`config.mk`:
```
export PLATFORM = sky130hd
export DESIGN_NAME = mark_smallest_unmarked_sum
export DESIGN_NICKNAME = d
export VERILOG_FILES = /design/src/rtl/mssum_pkg.sv /design/src/rtl/mark_smallest_unmarked_sum.sv /design/src/rtl/mssum_front.sv /design/src/rtl/mssum_fifo.sv /design/src/rtl/mssum_back.sv
export VERILOG_INCLUDE_DIRS = /design/src /design/src/rtl
export SDC_FILE = /design/constraint.sdc
export NUM_CORES = 2
export LEC_CHECK = 0
export ABC_AREA = 1
export BUFFER_PORTS_ARGS = -buffer_cell sky130_fd_sc_hd__buf_2
export CAP_MARGIN = 20
export CORE_MARGIN = 1
export CORE_UTILIZATION = 52
export DETAILED_ROUTE_END_ITERATION = 10
export PLACE_DENSITY = 0.73
export SETUP_SLACK_MARGIN = 0.05
export SYNTH_ARGS = -nofsm -noshare
export SYNTH_HDL_FRONTEND = slang
export SYNTH_SLANG_ARGS = --single-unit
```
`constraint.sdc`:
```
create_clock -name clk -period 5.9 [get_ports clk]
set_input_delay 1.18 -clock clk [delete_from_list [all_inputs] [get_ports clk]]
set_output_delay 1.18 -clock clk [all_outputs]
set_load 0.01 [all_outputs]
```
`src/rtl/mark_smallest_unmarked_sum_assert.svh`:
```
// Assertion macros used by mssum_back of mark_smallest_unmarked_sum.
`ifndef MARK_SMALLEST_UNMARKED_SUM_ASSERT_SVH
`define MARK_SMALLEST_UNMARKED_SUM_ASSERT_SVH

// Checks that the consequent holds in the same cycle as the antecedent.
`define MSSUM_ASSERT_SAME(label, ante, cons, msg) \
  label: assert property (@(posedge clk) disable iff (rst) (ante) |-> (cons)) \
    else $error(msg);

// Checks that the consequent holds in the cycle after the antecedent.
`define MSSUM_ASSERT_NEXT(label, ante, cons, msg) \
  label: assert property (@(posedge clk) disable iff (rst) (ante) |=> (cons)) \
    else $error(msg);

`endif

```
`src/rtl/mssum_pkg.sv`:
```
// Package with the shared types and constants of mark_smallest_unmarked_sum.
package mssum_pkg;

  // Fixed widths of the item and result fields.
  localparam int FUNC_W  = 2;
  localparam int LOAD_W  = 16;
  localparam int QIDX_W  = 6;
  localparam int KCNT_W  = 7;
  localparam int TOTAL_W = 22;

  // Function codes on the func port.
  localparam logic [FUNC_W-1:0] FUNC_CLEAR = 2'd0;
  localparam logic [FUNC_W-1:0] FUNC_LOAD  = 2'd1;
  localparam logic [FUNC_W-1:0] FUNC_QUERY = 2'd2;

  // Depth of the queue between the front and back parts.
  localparam int QUEUE_DEPTH = 2;

  // Decoded operation carried through the queue.
  typedef enum logic [1:0] {
    OP_CLEAR = 2'd0,
    OP_LOAD  = 2'd1,
    OP_QUERY = 2'd2
  } op_t;

  // One decoded item.
  typedef struct packed {
    op_t               op;
    logic [LOAD_W-1:0] load_value;
    logic [QIDX_W-1:0] query_index;
    logic [KCNT_W-1:0] mark_count;
  } item_t;

  // Queue status seen by both sides.
  typedef struct packed {
    logic full;
    logic empty;
  } q_status_t;

endpackage

```
`src/rtl/mark_smallest_unmarked_sum.sv`:
```
// Top level of mark_smallest_unmarked_sum.
//
// Items enter on start/busy: an item is taken at a clock edge where start is
// high and busy is low. func selects clear (0), load (1) or query (2); other
// codes are dropped. A query produces one result: done is high for exactly one
// cycle with unmarked_total valid. Clear and load produce no result. The
// receiver cannot stall; each result must be taken in its cycle.
// A front stage and a two-entry queue take items while the back part works.
// The back part keeps the table sorted by value. A clear is applied as it is
// popped. A load into a non-empty table walks down the sorted-list memory
// port one rank at a time (read, then compare; larger entries move up a rank)
// and then writes the new entry. A query first marks its index when that is
// loaded, then walks the sorted ranks (read, mark read, update per rank).
// The walk pointer moves forward between clears, and a load sorted below it
// pulls it back to the new rank; ranks below the pointer are all marked and
// are not visited. Items pass the registered front stage and the queue.
// Reset empties the table and the queue; no memory clearing pass is needed,
// since marks are written as each entry is loaded.
module mark_smallest_unmarked_sum #(
  parameter int ENTRIES    = 64,
  parameter int VALUE_BITS = 16
) (
  input  logic                           clk,
  input  logic                           rst,
  input  logic                           start,
  output logic                           busy,
  input  logic [mssum_pkg::FUNC_W-1:0]   func,
  input  logic [mssum_pkg::LOAD_W-1:0]   load_value,
  input  logic [mssum_pkg::QIDX_W-1:0]   query_index,
  input  logic [mssum_pkg::KCNT_W-1:0]   mark_count,
  output logic                           done,
  output logic [mssum_pkg::TOTAL_W-1:0]  unmarked_total
);

  logic                 push;
  logic                 pop;
  mssum_pkg::item_t     push_item;
  mssum_pkg::item_t     head;
  mssum_pkg::q_status_t qs;

  // Front part.
  mssum_front u_front (
    .clk         (clk),
    .rst         (rst),
    .start       (start),
    .busy        (busy),
    .func        (func),
    .load_value  (load_value),
    .query_index (query_index),
    .mark_count  (mark_count),
    .qs          (qs),
    .push        (push),
    .push_item   (push_item)
  );

  // Queue between the parts.
  mssum_fifo u_fifo (
    .clk       (clk),
    .rst       (rst),
    .push      (push),
    .push_item (push_item),
    .pop       (pop),
    .head      (head),
    .qs        (qs)
  );

  // Back part.
  mssum_back #(
    .ENTRIES    (ENTRIES),
    .VALUE_BITS (VALUE_BITS)
  ) u_back (
    .clk            (clk),
    .rst            (rst),
    .head           (head),
    .qs             (qs),
    .pop            (pop),
    .done           (done),
    .unmarked_total (unmarked_total)
  );

endmodule

```
`src/rtl/mssum_front.sv`:
```
// Front part: accepts items, drops unused function codes and feeds the queue.
module mssum_front (
  input  logic                             clk,
  input  logic                             rst,
  input  logic                             start,
  output logic                             busy,
  input  logic [mssum_pkg::FUNC_W-1:0]     func,
  input  logic [mssum_pkg::LOAD_W-1:0]     load_value,
  input  logic [mssum_pkg::QIDX_W-1:0]     query_index,
  input  logic [mssum_pkg::KCNT_W-1:0]     mark_count,
  input  mssum_pkg::q_status_t             qs,
  output logic                             push,
  output mssum_pkg::item_t                 push_item
);

  logic             accept;
  logic             legal;
  mssum_pkg::op_t   dec_op;
  logic             stage_valid;
  mssum_pkg::item_t stage;

  // Decode the function code; unused codes are dropped here.
  always_comb begin
    legal  = 1'b1;
    dec_op = mssum_pkg::OP_CLEAR;
    case (func)
      mssum_pkg::FUNC_CLEAR: dec_op = mssum_pkg::OP_CLEAR;
      mssum_pkg::FUNC_LOAD:  dec_op = mssum_pkg::OP_LOAD;
      mssum_pkg::FUNC_QUERY: dec_op = mssum_pkg::OP_QUERY;
      default:               legal  = 1'b0;
    endcase
  end

  // The stage holds one item while the queue is full.
  assign busy      = stage_valid & qs.full;
  assign accept    = start & ~busy;
  assign push      = stage_valid & ~qs.full;
  assign push_item = stage;

  always_ff @(posedge clk) begin
    if (rst) begin
      stage_valid <= 1'b0;
    end else if (accept) begin
      stage_valid <= legal;
    end else if (push) begin
      stage_valid <= 1'b0;
    end
  end

  always_ff @(posedge clk) begin
    if (accept) begin
      stage.op          <= dec_op;
      stage.load_value  <= load_value;
      stage.query_index <= query_index;
      stage.mark_count  <= mark_count;
    end
  end

endmodule

```
`src/rtl/mssum_fifo.sv`:
```
// Short queue of decoded items between the front and back parts.
module mssum_fifo (
  input  logic                 clk,
  input  logic                 rst,
  input  logic                 push,
  input  mssum_pkg::item_t     push_item,
  input  logic                 pop,
  output mssum_pkg::item_t     head,
  output mssum_pkg::q_status_t qs
);

  localparam int PTR_W = (mssum_pkg::QUEUE_DEPTH > 1) ? $clog2(mssum_pkg::QUEUE_DEPTH) : 1;
  localparam int CNT_W = $clog2(mssum_pkg::QUEUE_DEPTH + 1);
  localparam logic [PTR_W-1:0] LAST = PTR_W'(mssum_pkg::QUEUE_DEPTH - 1);

  mssum_pkg::item_t slots [mssum_pkg::QUEUE_DEPTH];
  logic [PTR_W-1:0] wr_ptr;
  logic [PTR_W-1:0] rd_ptr;
  logic [CNT_W-1:0] fill;

  assign qs.full  = (fill == CNT_W'(mssum_pkg::QUEUE_DEPTH));
  assign qs.empty = (fill == '0);
  assign head     = slots[rd_ptr];

  // Pointer and fill bookkeeping.
  always_ff @(posedge clk) begin
    if (rst) begin
      wr_ptr <= '0;
      rd_ptr <= '0;
      fill   <= '0;
    end else begin
      if (push) begin
        wr_ptr <= (wr_ptr == LAST) ? '0 : wr_ptr + PTR_W'(1);
      end
      if (pop) begin
        rd_ptr <= (rd_ptr == LAST) ? '0 : rd_ptr + PTR_W'(1);
      end
      if (push && !pop) begin
        fill <= fill + CNT_W'(1);
      end else if (pop && !push) begin
        fill <= fill - CNT_W'(1);
      end
    end
  end

  // Item storage.
  always_ff @(posedge clk) begin
    if (push) begin
      slots[wr_ptr] <= push_item;
    end
  end

endmodule

```
`src/rtl/mssum_back.sv`:
```
// Back part: keeps the table in value order and marks entries on queries.
`include "mark_smallest_unmarked_sum_assert.svh"

module mssum_back #(
  parameter int ENTRIES    = 64,
  parameter int VALUE_BITS = 16
) (
  input  logic                              clk,
  input  logic                              rst,
  input  mssum_pkg::item_t                  head,
  input  mssum_pkg::q_status_t              qs,
  output logic                              pop,
  output logic                              done,
  output logic [mssum_pkg::TOTAL_W-1:0]     unmarked_total
);

  localparam int IDX_W  = $clog2(ENTRIES);
  localparam int CNT_W  = $clog2(ENTRIES + 1);
  localparam int CMP_W  = (CNT_W > mssum_pkg::QIDX_W) ? CNT_W : mssum_pkg::QIDX_W;
  localparam int SORT_W = VALUE_BITS + IDX_W;
  localparam int TW     = mssum_pkg::TOTAL_W;

  typedef enum logic [7:0] {
    S_IDLE     = 8'b0000_0001,
    S_INS_RD   = 8'b0000_0010,
    S_INS_CMP  = 8'b0000_0100,
    S_INS_PUT  = 8'b0000_1000,
    S_Q_IDX    = 8'b0001_0000,
    S_WALK_RD  = 8'b0010_0000,
    S_WALK_MK  = 8'b0100_0000,
    S_WALK_UPD = 8'b1000_0000
  } state_t;

  // Control registers.
  state_t           state, state_next;
  logic [CNT_W-1:0] count, count_next;
  logic [TW-1:0]    total, total_next;
  logic [CNT_W-1:0] ptr, ptr_next;
  logic             done_next;

  // Payload registers.
  logic [IDX_W-1:0]         pos, pos_next;
  logic [IDX_W-1:0]         put_pos, put_pos_next;
  logic [VALUE_BITS-1:0]    new_val, new_val_next;
  logic [IDX_W-1:0]         new_idx, new_idx_next;
  logic [IDX_W-1:0]         q_idx, q_idx_next;
  logic [mssum_pkg::KCNT_W-1:0] kleft, kleft_next;
  logic [SORT_W-1:0]        walk_ent, walk_ent_next;
  logic [TW-1:0]            result_next;

  // Memories: values by load index, marks by load index, sorted list by rank.
  logic [VALUE_BITS-1:0] value_mem [ENTRIES];
  logic                  mark_mem  [ENTRIES];
  logic [SORT_W-1:0]     sort_mem  [ENTRIES];

  logic                  value_we;
  logic [IDX_W-1:0]      value_wa, value_ra;
  logic [VALUE_BITS-1:0] value_wd, value_q;
  logic                  mark_we, mark_wd, mark_q;
  logic [IDX_W-1:0]      mark_wa, mark_ra;
  logic                  sort_we;
  logic [IDX_W-1:0]      sort_wa, sort_ra;
  logic [SORT_W-1:0]     sort_wd, sort_q;

  logic [VALUE_BITS-1:0] head_val;
  logic [CMP_W-1:0]      idx_ext;
  logic [CMP_W-1:0]      cnt_ext;

  // Keep only the low VALUE_BITS bits of the loaded value.
  if (VALUE_BITS >= mssum_pkg::LOAD_W) begin : g_wide
    assign head_val = VALUE_BITS'(head.load_value);
  end else begin : g_narrow
    assign head_val = head.load_value[VALUE_BITS-1:0];
  end

  assign idx_ext = CMP_W'(head.query_index);
  assign cnt_ext = CMP_W'(count);

  // Sequencer for clears, loads (insertion into the sorted list) and queries (walk).
  always_comb begin
    state_next    = state;
    count_next    = count;
    total_next    = total;
    ptr_next      = ptr;
    done_next     = 1'b0;
    pos_next      = pos;
    put_pos_next  = put_pos;
    new_val_next  = new_val;
    new_idx_next  = new_idx;
    q_idx_next    = q_idx;
    kleft_next    = kleft;
    walk_ent_next = walk_ent;
    result_next   = unmarked_total;
    pop           = 1'b0;
    value_we      = 1'b0;
    value_wa      = count[IDX_W-1:0];
    value_wd      = head_val;
    value_ra      = q_idx;
    mark_we       = 1'b0;
    mark_wa       = count[IDX_W-1:0];
    mark_wd       = 1'b0;
    mark_ra       = q_idx;
    sort_we       = 1'b0;
    sort_wa       = pos;
    sort_wd       = sort_q;
    sort_ra       = pos;

    case (state)
      S_IDLE: begin
        if (!qs.empty) begin
          pop = 1'b1;
          case (head.op)
            mssum_pkg::OP_CLEAR: begin
              count_next = '0;
              total_next = '0;
              ptr_next   = '0;
            end
            mssum_pkg::OP_LOAD: begin
              if (count != CNT_W'(ENTRIES)) begin
                value_we     = 1'b1;
                mark_we      = 1'b1;
                mark_wd      = 1'b0;
                total_next   = total + TW'(head_val);
                new_val_next = head_val;
                new_idx_next = count[IDX_W-1:0];
                if (count == '0) begin
                  sort_we    = 1'b1;
                  sort_wa    = '0;
                  sort_wd    = {head_val, IDX_W'(0)};
                  count_next = CNT_W'(1);
                  ptr_next   = '0;
                end else begin
                  pos_next   = count[IDX_W-1:0] - IDX_W'(1);
                  state_next = S_INS_RD;
                end
              end
            end
            mssum_pkg::OP_QUERY: begin
              q_idx_next = IDX_W'(head.query_index);
              kleft_next = head.mark_count;
              if (idx_ext < cnt_ext) begin
                mark_ra    = IDX_W'(head.query_index);
                value_ra   = IDX_W'(head.query_index);
                state_next = S_Q_IDX;
              end else begin
                state_next = S_WALK_RD;
              end
            end
            default: begin
            end
          endcase
        end
      end
      S_INS_RD: begin
        sort_ra    = pos;
        state_next = S_INS_CMP;
      end
      S_INS_CMP: begin
        // Larger entries move up one rank; equal ones stay ahead of the new one.
        if (sort_q[SORT_W-1 -: VALUE_BITS] > new_val) begin
          sort_we = 1'b1;
          sort_wa = pos + IDX_W'(1);
          sort_wd = sort_q;
          if (pos == '0) begin
            put_pos_next = '0;
            state_next   = S_INS_PUT;
          end else begin
            pos_next   = pos - IDX_W'(1);
            state_next = S_INS_RD;
          end
        end else begin
          put_pos_next = pos + IDX_W'(1);
          state_next   = S_INS_PUT;
        end
      end
      S_INS_PUT: begin
        sort_we    = 1'b1;
        sort_wa    = put_pos;
        sort_wd    = {new_val, new_idx};
        count_next = count + CNT_W'(1);
        // Ranks below the walk pointer are all marked; an insertion there pulls it back.
        if (CNT_W'(put_pos) < ptr) begin
          ptr_next = CNT_W'(put_pos);
        end
        state_next = S_IDLE;
      end
      S_Q_IDX: begin
        if (!mark_q) begin
          mark_we    = 1'b1;
          mark_wa    = q_idx;
          mark_wd    = 1'b1;
          total_next = total - TW'(value_q);
        end
        state_next = S_WALK_RD;
      end
      S_WALK_RD: begin
        if (kleft == '0 || ptr >= count) begin
          done_next   = 1'b1;
          result_next = total;
          state_next  = S_IDLE;
        end else begin
          sort_ra    = ptr[IDX_W-1:0];
          state_next = S_WALK_MK;
        end
      end
      S_WALK_MK: begin
        mark_ra       = sort_q[IDX_W-1:0];
        walk_ent_next = sort_q;
        state_next    = S_WALK_UPD;
      end
      S_WALK_UPD: begin
        if (!mark_q) begin
          mark_we    = 1'b1;
          mark_wa    = walk_ent[IDX_W-1:0];
          mark_wd    = 1'b1;
          total_next = total - TW'(walk_ent[SORT_W-1 -: VALUE_BITS]);
          kleft_next = kleft - mssum_pkg::KCNT_W'(1);
        end
        ptr_next   = ptr + CNT_W'(1);
        state_next = S_WALK_RD;
      end
      default: begin
        state_next = S_IDLE;
      end
    endcase
  end

  // Control state.
  always_ff @(posedge clk) begin
    if (rst) begin
      state <= S_IDLE;
      count <= '0;
      total <= '0;
      ptr   <= '0;
      done  <= 1'b0;
    end else begin
      state <= state_next;
      count <= count_next;
      total <= total_next;
      ptr   <= ptr_next;
      done  <= done_next;
    end
  end

  // Payload state.
  always_ff @(posedge clk) begin
    pos            <= pos_next;
    put_pos        <= put_pos_next;
    new_val        <= new_val_next;
    new_idx        <= new_idx_next;
    q_idx          <= q_idx_next;
    kleft          <= kleft_next;
    walk_ent       <= walk_ent_next;
    unmarked_total <= result_next;
  end

  // Value memory.
  always_ff @(posedge clk) begin
    if (value_we) begin
      value_mem[value_wa] <= value_wd;
    end
    value_q <= value_mem[value_ra];
  end

  // Mark memory; a read of an entry at or above the loaded count is never used.
  always_ff @(posedge clk) begin
    if (mark_we) begin
      mark_mem[mark_wa] <= mark_wd;
    end
    mark_q <= mark_mem[mark_ra];
  end

  // Sorted list memory holding value and load index per rank.
  always_ff @(posedge clk) begin
    if (sort_we) begin
      sort_mem[sort_wa] <= sort_wd;
    end
    sort_q <= sort_mem[sort_ra];
  end

  `MSSUM_ASSERT_SAME(a_ptr_bound, 1'b1, ptr <= count, "walk pointer beyond loaded count")
  `MSSUM_ASSERT_SAME(a_count_bound, 1'b1, count <= CNT_W'(ENTRIES), "loaded count overflow")
  `MSSUM_ASSERT_SAME(a_done_after_walk, done, $past(state) == S_WALK_RD, "result not from walk")
  `MSSUM_ASSERT_NEXT(a_insert_grows, state == S_INS_PUT, count == $past(count) + CNT_W'(1), "insertion did not grow table")

endmodule

```
Word level (Yosys, flattened, before mapping)
Memory sizes are Yosys's and may differ from the RTL's. A register that Yosys moved wholly into a read port is not among the register bits.
Cells that the tools add are included.
{"block": "word_totals", "regBits": 172, "latch_bits": 0, "ram_bits": 2558, "romBits": 0, "elab_cells": 204, "mem_count": 4}
{"block": "op_classes", "addsub": 13, "mul": 0, "div_mod_pow": 0, "n_lt_le_gt_ge": 4, "eq_ne": 30, "shift": 0, "muxes": 94, "bitwise_logic": 7, "n_reduce_logical": 31}
{"memory": "u_back.sort_mem", "words": 64, "width": 22, "read_ports": 1, "rd_clocked_by_memory_dff": 1, "write_ports": 1, "line": "mssum_back.sv:54", "text": "logic [SORT_W-1:0] sort_mem [ENTRIES];"}
{"memory": "u_back.value_mem", "words": 64, "width": 16, "read_ports": 1, "rd_clocked_by_memory_dff": 1, "write_ports": 1, "line": "mssum_back.sv:52", "text": "logic [VALUE_BITS-1:0] value_mem [ENTRIES];"}
{"memory": "u_back.mark_mem", "words": 64, "width": 1, "read_ports": 1, "rd_clocked_by_memory_dff": 1, "write_ports": 1, "line": "mssum_back.sv:53", "text": "logic mark_mem [ENTRIES];"}
{"memory": "u_fifo.slots", "words": 2, "width": 31, "read_ports": 1, "rd_clocked_by_memory_dff": 1, "write_ports": 1, "line": "mssum_fifo.sv:16", "text": "mssum_pkg::item_t slots [mssum_pkg::QUEUE_DEPTH];"}
{"op": "$mux 22", "count": 8}
{"op": "$mux 6", "count": 22}
{"op": "$pmux 22 s2", "count": 2}
{"op": "$mux 7", "count": 11}
{"op": "$pmux 22 s3", "count": 1}
{"op": "$pmux 7 s2", "count": 4}
{"op": "$pmux 8 s6", "count": 1}
{"op": "$sub 22x16->22", "count": 2}
{"op": "$pmux 6 s2", "count": 3}
{"op": "$mux 1", "count": 29}
{"op": "$mux 8", "count": 3}
{"op": "$add 22x16->22", "count": 1}
{"op": "$pmux 7 s3", "count": 1}
{"op": "$pmux 6 s3", "count": 1}
{"op": "$gt 16x16->1", "count": 1}
{"op": "$ne 2x2->1 const B", "count": 8}
{"op": "$pmux 8 s2", "count": 1}
{"op": "$add 7x1->7 const B", "count": 2}
{"op": "$logic_not 7->1", "count": 2}
{"op": "$lt 6x7->1", "count": 2}
{"op": "$reduce_and 4->1", "count": 3}
{"op": "$reduce_and 6->1", "count": 2}
{"op": "$sub 6x1->6 const B", "count": 2}
{"op": "$reduce_bool 2->1", "count": 5}
{"op": "39 further kinds", "count": 62}

Depth between registers and ports, before layout
{"block": "logic_depth", "word_depth": 8, "ltp_mapped": 26, "mapped_depth_nobuf": 25}

By module
A second synthesis with hierarchy kept.
{"block": "hier_totals", "hier_cells": 10932, "area_unflattened_um2": 120147.7}
{"mod": "mssum_back", "n_inst": 1, "cells_each": 10758, "area_each_um2": 116666.9}
{"mod": "mssum_fifo", "n_inst": 1, "cells_each": 129, "area_each_um2": 2471.1}
{"mod": "mssum_front", "n_inst": 1, "cells_each": 45, "area_each_um2": 1009.7}

Least setup slack after synthesis
OpenSTA, ideal clock, no wires.
{"block": "synth_timing", "kind": "flip-flop to flip-flop", "startpoint": "register (tool-made name)", "endpoint": "memory u_back.value_mem[53][0] (enable)", "setup_ps": 409, "arrival_time_ps": 4881, "t_required_ps": 5491, "setup_slack_ps": 610, "path_stages_with_launch": 12, "path_buffers": 2, "synth_period_minus_slack_ps": 5290, "cell_sequence": "dfxtp_1 buf_2 clkbuf_1 o21ai_0 inv_1 ha_1 inv_1 nor3_1 inv_1 nor2_1 nand2_1 nor3_1"}
{"item": "end: declaration", "line": "mssum_back.sv:52"}

Final worst setup path
{"block": "layout_timing", "startpoint": "register u_back.count[2], in the netlist u_back.cnt_ext[2]", "endpoint": "register u_back.sort_q[8] (read register of u_back.sort_mem)"}
{"block": "layout_via", "elab_chain_len": 4}
{"item": "start: declaration", "line": "mssum_back.sv:36", "text": "logic [CNT_W-1:0] count, count_next;"}
{"item": "start signal: assignment", "line": "mssum_back.sv:238", "text": "count <= count_next;"}
{"item": "$ge 7x7->1", "line": "mssum_back.sv:197", "text": "if (kleft == '0 || ptr >= count) begin"}
{"item": "$logic_or 1x1->1", "line": "mssum_back.sv:197"}
{"item": "$mux 6", "line": "mssum_back.sv:197"}
{"item": "$mux 6", "line": "mssum_back.sv:108", "text": "case (state)"}
{"item": "end: declaration", "line": "mssum_back.sv:63", "text": "logic [SORT_W-1:0] sort_wd, sort_q;"}
No other way between the ends.
A chain may end at the register's enable or synchronous reset.

==> results by group <==
Finish
  – Synth-to-Final Area Change: 11.3%
  – Layout cells sized above 1: 0.0872
  – Final #Nets: 10,800

CTS
  – CTS tree: yes
  – Clk_lat worst skew: 0.96 ns
  – Max Root-Sink Buffers: 4
  – Hold buffer count at CTS: 0
  – Reg clk slew, reported paths: 0.06 ns
  – H-tree depth: 5
  – Resized Gates After CTS: 0
  – Root Buffer: clkbuf_16
  – TritonCTS Buffers: 290
  – Num Clock Sinks: 2,770
  – Setup repair bufs after CTS: 0

Logic synthesis
  – Yosys warning total: 0
  – Cell count after synthesis: 10,600
  – Synthesized cell area: 118,000 um2
  – Net Count, Synth: about 11,000
  – Seq cells post-synth: 2,770
  – Synth unique cells: 62
  – EDFF count, synth: 2,680
  – Seq/Total Area, Yosys: 0.695
  – Ys flop type: edfxtp_1
  – Ys async rst share: 0
  – Syn avg cell area: 11.2 um2

STA
  – Worst hold slack: approximately 0.41 ns
  – Tcrit/Tclk final: 0.899
  – Max frequency: 0.189 GHz
  – Worst slew pin tran: between 1 and 1.5 ns
  – Minimum clock period: 5.30 ns
  – Final setup margin: 0.597 ns
  – Number of setup violations in the final report: 0
  – Hold Vio Cnt, Final: 0
  – Total negative slack: 0 ns
  – Setup Skew: 0.0460 ns
  – Rel. slew slack: 0.280
  – Slew Limit Fails: 0
  – RSZ-0062 raised after global routing: no

Power
  – VDD IR-drop max: around 790 uV
  – Tot Pwr: between 60 and 70 mW
  – Pwr/cell area: about 460 nW/um2
  – Lkg Pwr: 51.1 nW

Critical path
  – Crit Path Max Fanout: 36
  – Required time of the worst setup path: 6.74 ns
  – Critical Path AT: between 6 and 7 ns
  – Setup crit end kind: flop
  – Critical path's most frequent cell: nand3_1
  – Delay-heaviest family, CP: simple AND/OR/NAND/NOR gates
  – Setup CP Type: reg -> reg
  – Slowest cell delay on critical path: a little under 0.8 ns
  – Bufs and invs on worst path: 3
  – Critical Path Source Type: flop
  – Crit-path slowest cell: o21ai_4
  – Critical-path cell list: inv_1, ha_1, a21oi_1, o21ai_0, nand2_1, nand3_1, nor2_2, nand2_2, o21ai_4, buf_12, buf_4, nand2_1, o21ai_0, nand2_1, nand3_1, nand3_1, nand3_1, nand3_1, nand2_1

Placement
  – Post-DP HPWL: 191,000 um
  – Global placement routability congestion: 0.935
  – Worst slack, placed: roughly 0.75 ns
  – IO buf count: 57

Drt
  – Vias/cell: 5.87
  – DRC Markers: 0
  – Vias: 81,400
  – Wirelength per Cell: 23.7 um
  – DRT antenna net count: 0
  – DR iter-0 viols: roughly 12,000
  – Final Routed Wirelength: 329,000 um
  – Initial DRT Pass Iterations: 6

Die
  – Total die area: 230,000 um2
  – I/O Pins: 58
  – Die height: 479 um
  – Die X: 479 um
  – Initial Utilization: 0.525
  – Row cnt: 174
  – Core area: about 230,000 um2

Global route
  – Initial antenna violation count: 16
  – Largest net degree at the start of global routing: about 160
  – Grt total ovfl: 0
  – GRT Resource Usage Total: 0.284
  – First-pass GRT wire length: 488,000 um
  – Vias in the first global route: between 70,000 and 80,000

Run
  – Max Cap Violations: 0

Min path
  – HP Class: in -> reg

Run status
  – Status: finished, final reports clean
-- path summary, 6_finish.rpt --
check | startpoint | end | slack [ns] | depth (start not counted)
max | u_back.cnt_ext[2] | u_back.sort_q[8] | 0.60 | 19
min | load_value[11] | u_front.push_item[24] | 0.41 | 1
max reg2reg | u_back.cnt_ext[2] | u_back.sort_q[8] | 0.60 | 19
min reg2reg | u_front.push_item[28] | u_fifo.slots[0][28] | 0.45 | 0
-- registers in the layout (all words and copies together) (netlist names), 16 cells and up, named ones only --
signal,cells
u_back.sort_q,22
u_back.walk_ent,22
u_back.value_mem,1024
u_fifo.slots,62
u_back.unmarked_total,22
u_back.new_val,16
u_back.total,22
u_back.sort_mem,1408
u_back.mark_mem,64
u_back.value_q,16
u_front.push_item,31
-- logic make-up (layout without fill, tap and decap cells) --
kind of cell / count (synthesis) / after routing / share of synthesized area
adder cells (fa/ha/maj): 79 / 79 / 0.00847
buffers and inverters: 1932 / 2237 / 0.0677
other: 0 / 3 / 0
flip-flops: 2770 / 2770 / 0.695
AO/OA/AOI/OAI: 1034 / 1034 / 0.0566
multiplexers: 19 / 19 / 0.00161
XOR/XNOR: 28 / 28 / 0.00207
AND/OR/NAND/NOR: 4714 / 4714 / 0.169
-- synthesized netlist by cell type (19+ instances only) --
cell type | count | area share
buf_1 | 34 | 0.0011
buf_2 | 247 | 0.010
dfxtp_1 | 90 | 0.015
nand2_1 | 2808 | 0.089
edfxtp_1 | 2680 | 0.68
mux2i_1 | 19 | 0.0016
clkbuf_1 | 186 | 0.0059
xor2_1 | 19 | 0.0014
nor3_1 | 28 | 0.0012
o21ai_1 | 32 | 0.0014
ha_1 | 77 | 0.0081
o211ai_1 | 540 | 0.034
nor2_1 | 293 | 0.0093
o21ai_0 | 286 | 0.012
nand3_1 | 1495 | 0.063
a21oi_1 | 121 | 0.0051
inv_1 | 1339 | 0.042
buf_6 | 20 | 0.0019
nand4_1 | 20 | 0.0011
inv_2 | 20 | 0.00063
buf_4 | 78 | 0.0049
-- cell usage in the layout, fill, tap and decap left out, types with 12 or more instances in the layout --
cell,netlist,layout
nand2_1,2808,2790
edfxtp_1,2680,2680
nand3_1,1495,1495
inv_1,1339,1338
o211ai_1,540,540
clkbuf_16,0,297
o21ai_0,286,285
buf_4,78,271
nor2_1,293,226
a21oi_1,121,121
dfxtp_1,90,90
ha_1,77,77
nor2_2,6,70
clkbuf_1,186,60
clkinv_2,2,59
buf_2,247,57
buf_12,0,48
clkinv_1,4,47
o21ai_1,32,31
nor3_1,28,25
nand4_1,20,20
mux2i_1,19,19
xor2_1,19,19
inv_2,20,17
bufinv_16,0,16
nand2_2,5,14
clkbuf_8,0,14
nand3b_1,13,13
or2_2,12,12
-- per-stage QoR --
stage | utilization | std cells | area, um2
2_1_floorplan | - | 10600 | 118000
5_1_grt | 0.584 | 13900 | 132000
3_5_place_dp | 0.545 | 13400 | 123000
3_3_place_gp | 0.545 | 13400 | 123000
6_report | 0.584 | 13900 | 132000
4_1_cts | 0.584 | 13900 | 132000
-- area by class of cell --
| type | count | area [um2] |
|---|---|---|
| Clock buffer | 371 | 7850 |
| Fill cell | 17700 | 93700 |
| Inverter | 1366 | 5150 |
| Timing Repair Buffer | 377 | 3310 |
| Antenna cell | 3 | 7.51 |
| Tap cell | 2992 | 3740 |
| Multi-Input combinational cell | 5874 | 28500 |
| Clock inverter | 123 | 990 |
| Sequential cell | 2770 | 82300 |
-- where the power goes --
part | total (mW) | leakage (nW) | internal (mW) | switching, mW
Combinational | 18.9 | 21.7 | 4.62 | 14.2
Clock | 17.4 | 4.37 | 10.1 | 7.34
Sequential | 24.9 | 25.1 | 24.3 | 0.593
Total | 61.1 | 51.1 | 38.9 | 22.2
-- per-layer routing --
layer,share of wire,track usage,wire (um),up-vias
li1,-,-,-,36400
met1,0.39,0.394,128000,39300
met2,0.45,0.437,148000,4816
met3,0.11,0.0535,37400,824
met4,0.046,0.125,15200,18
met5,0.00033,0,109,-
Note: power is estimated with default switching activity, not from simulation.
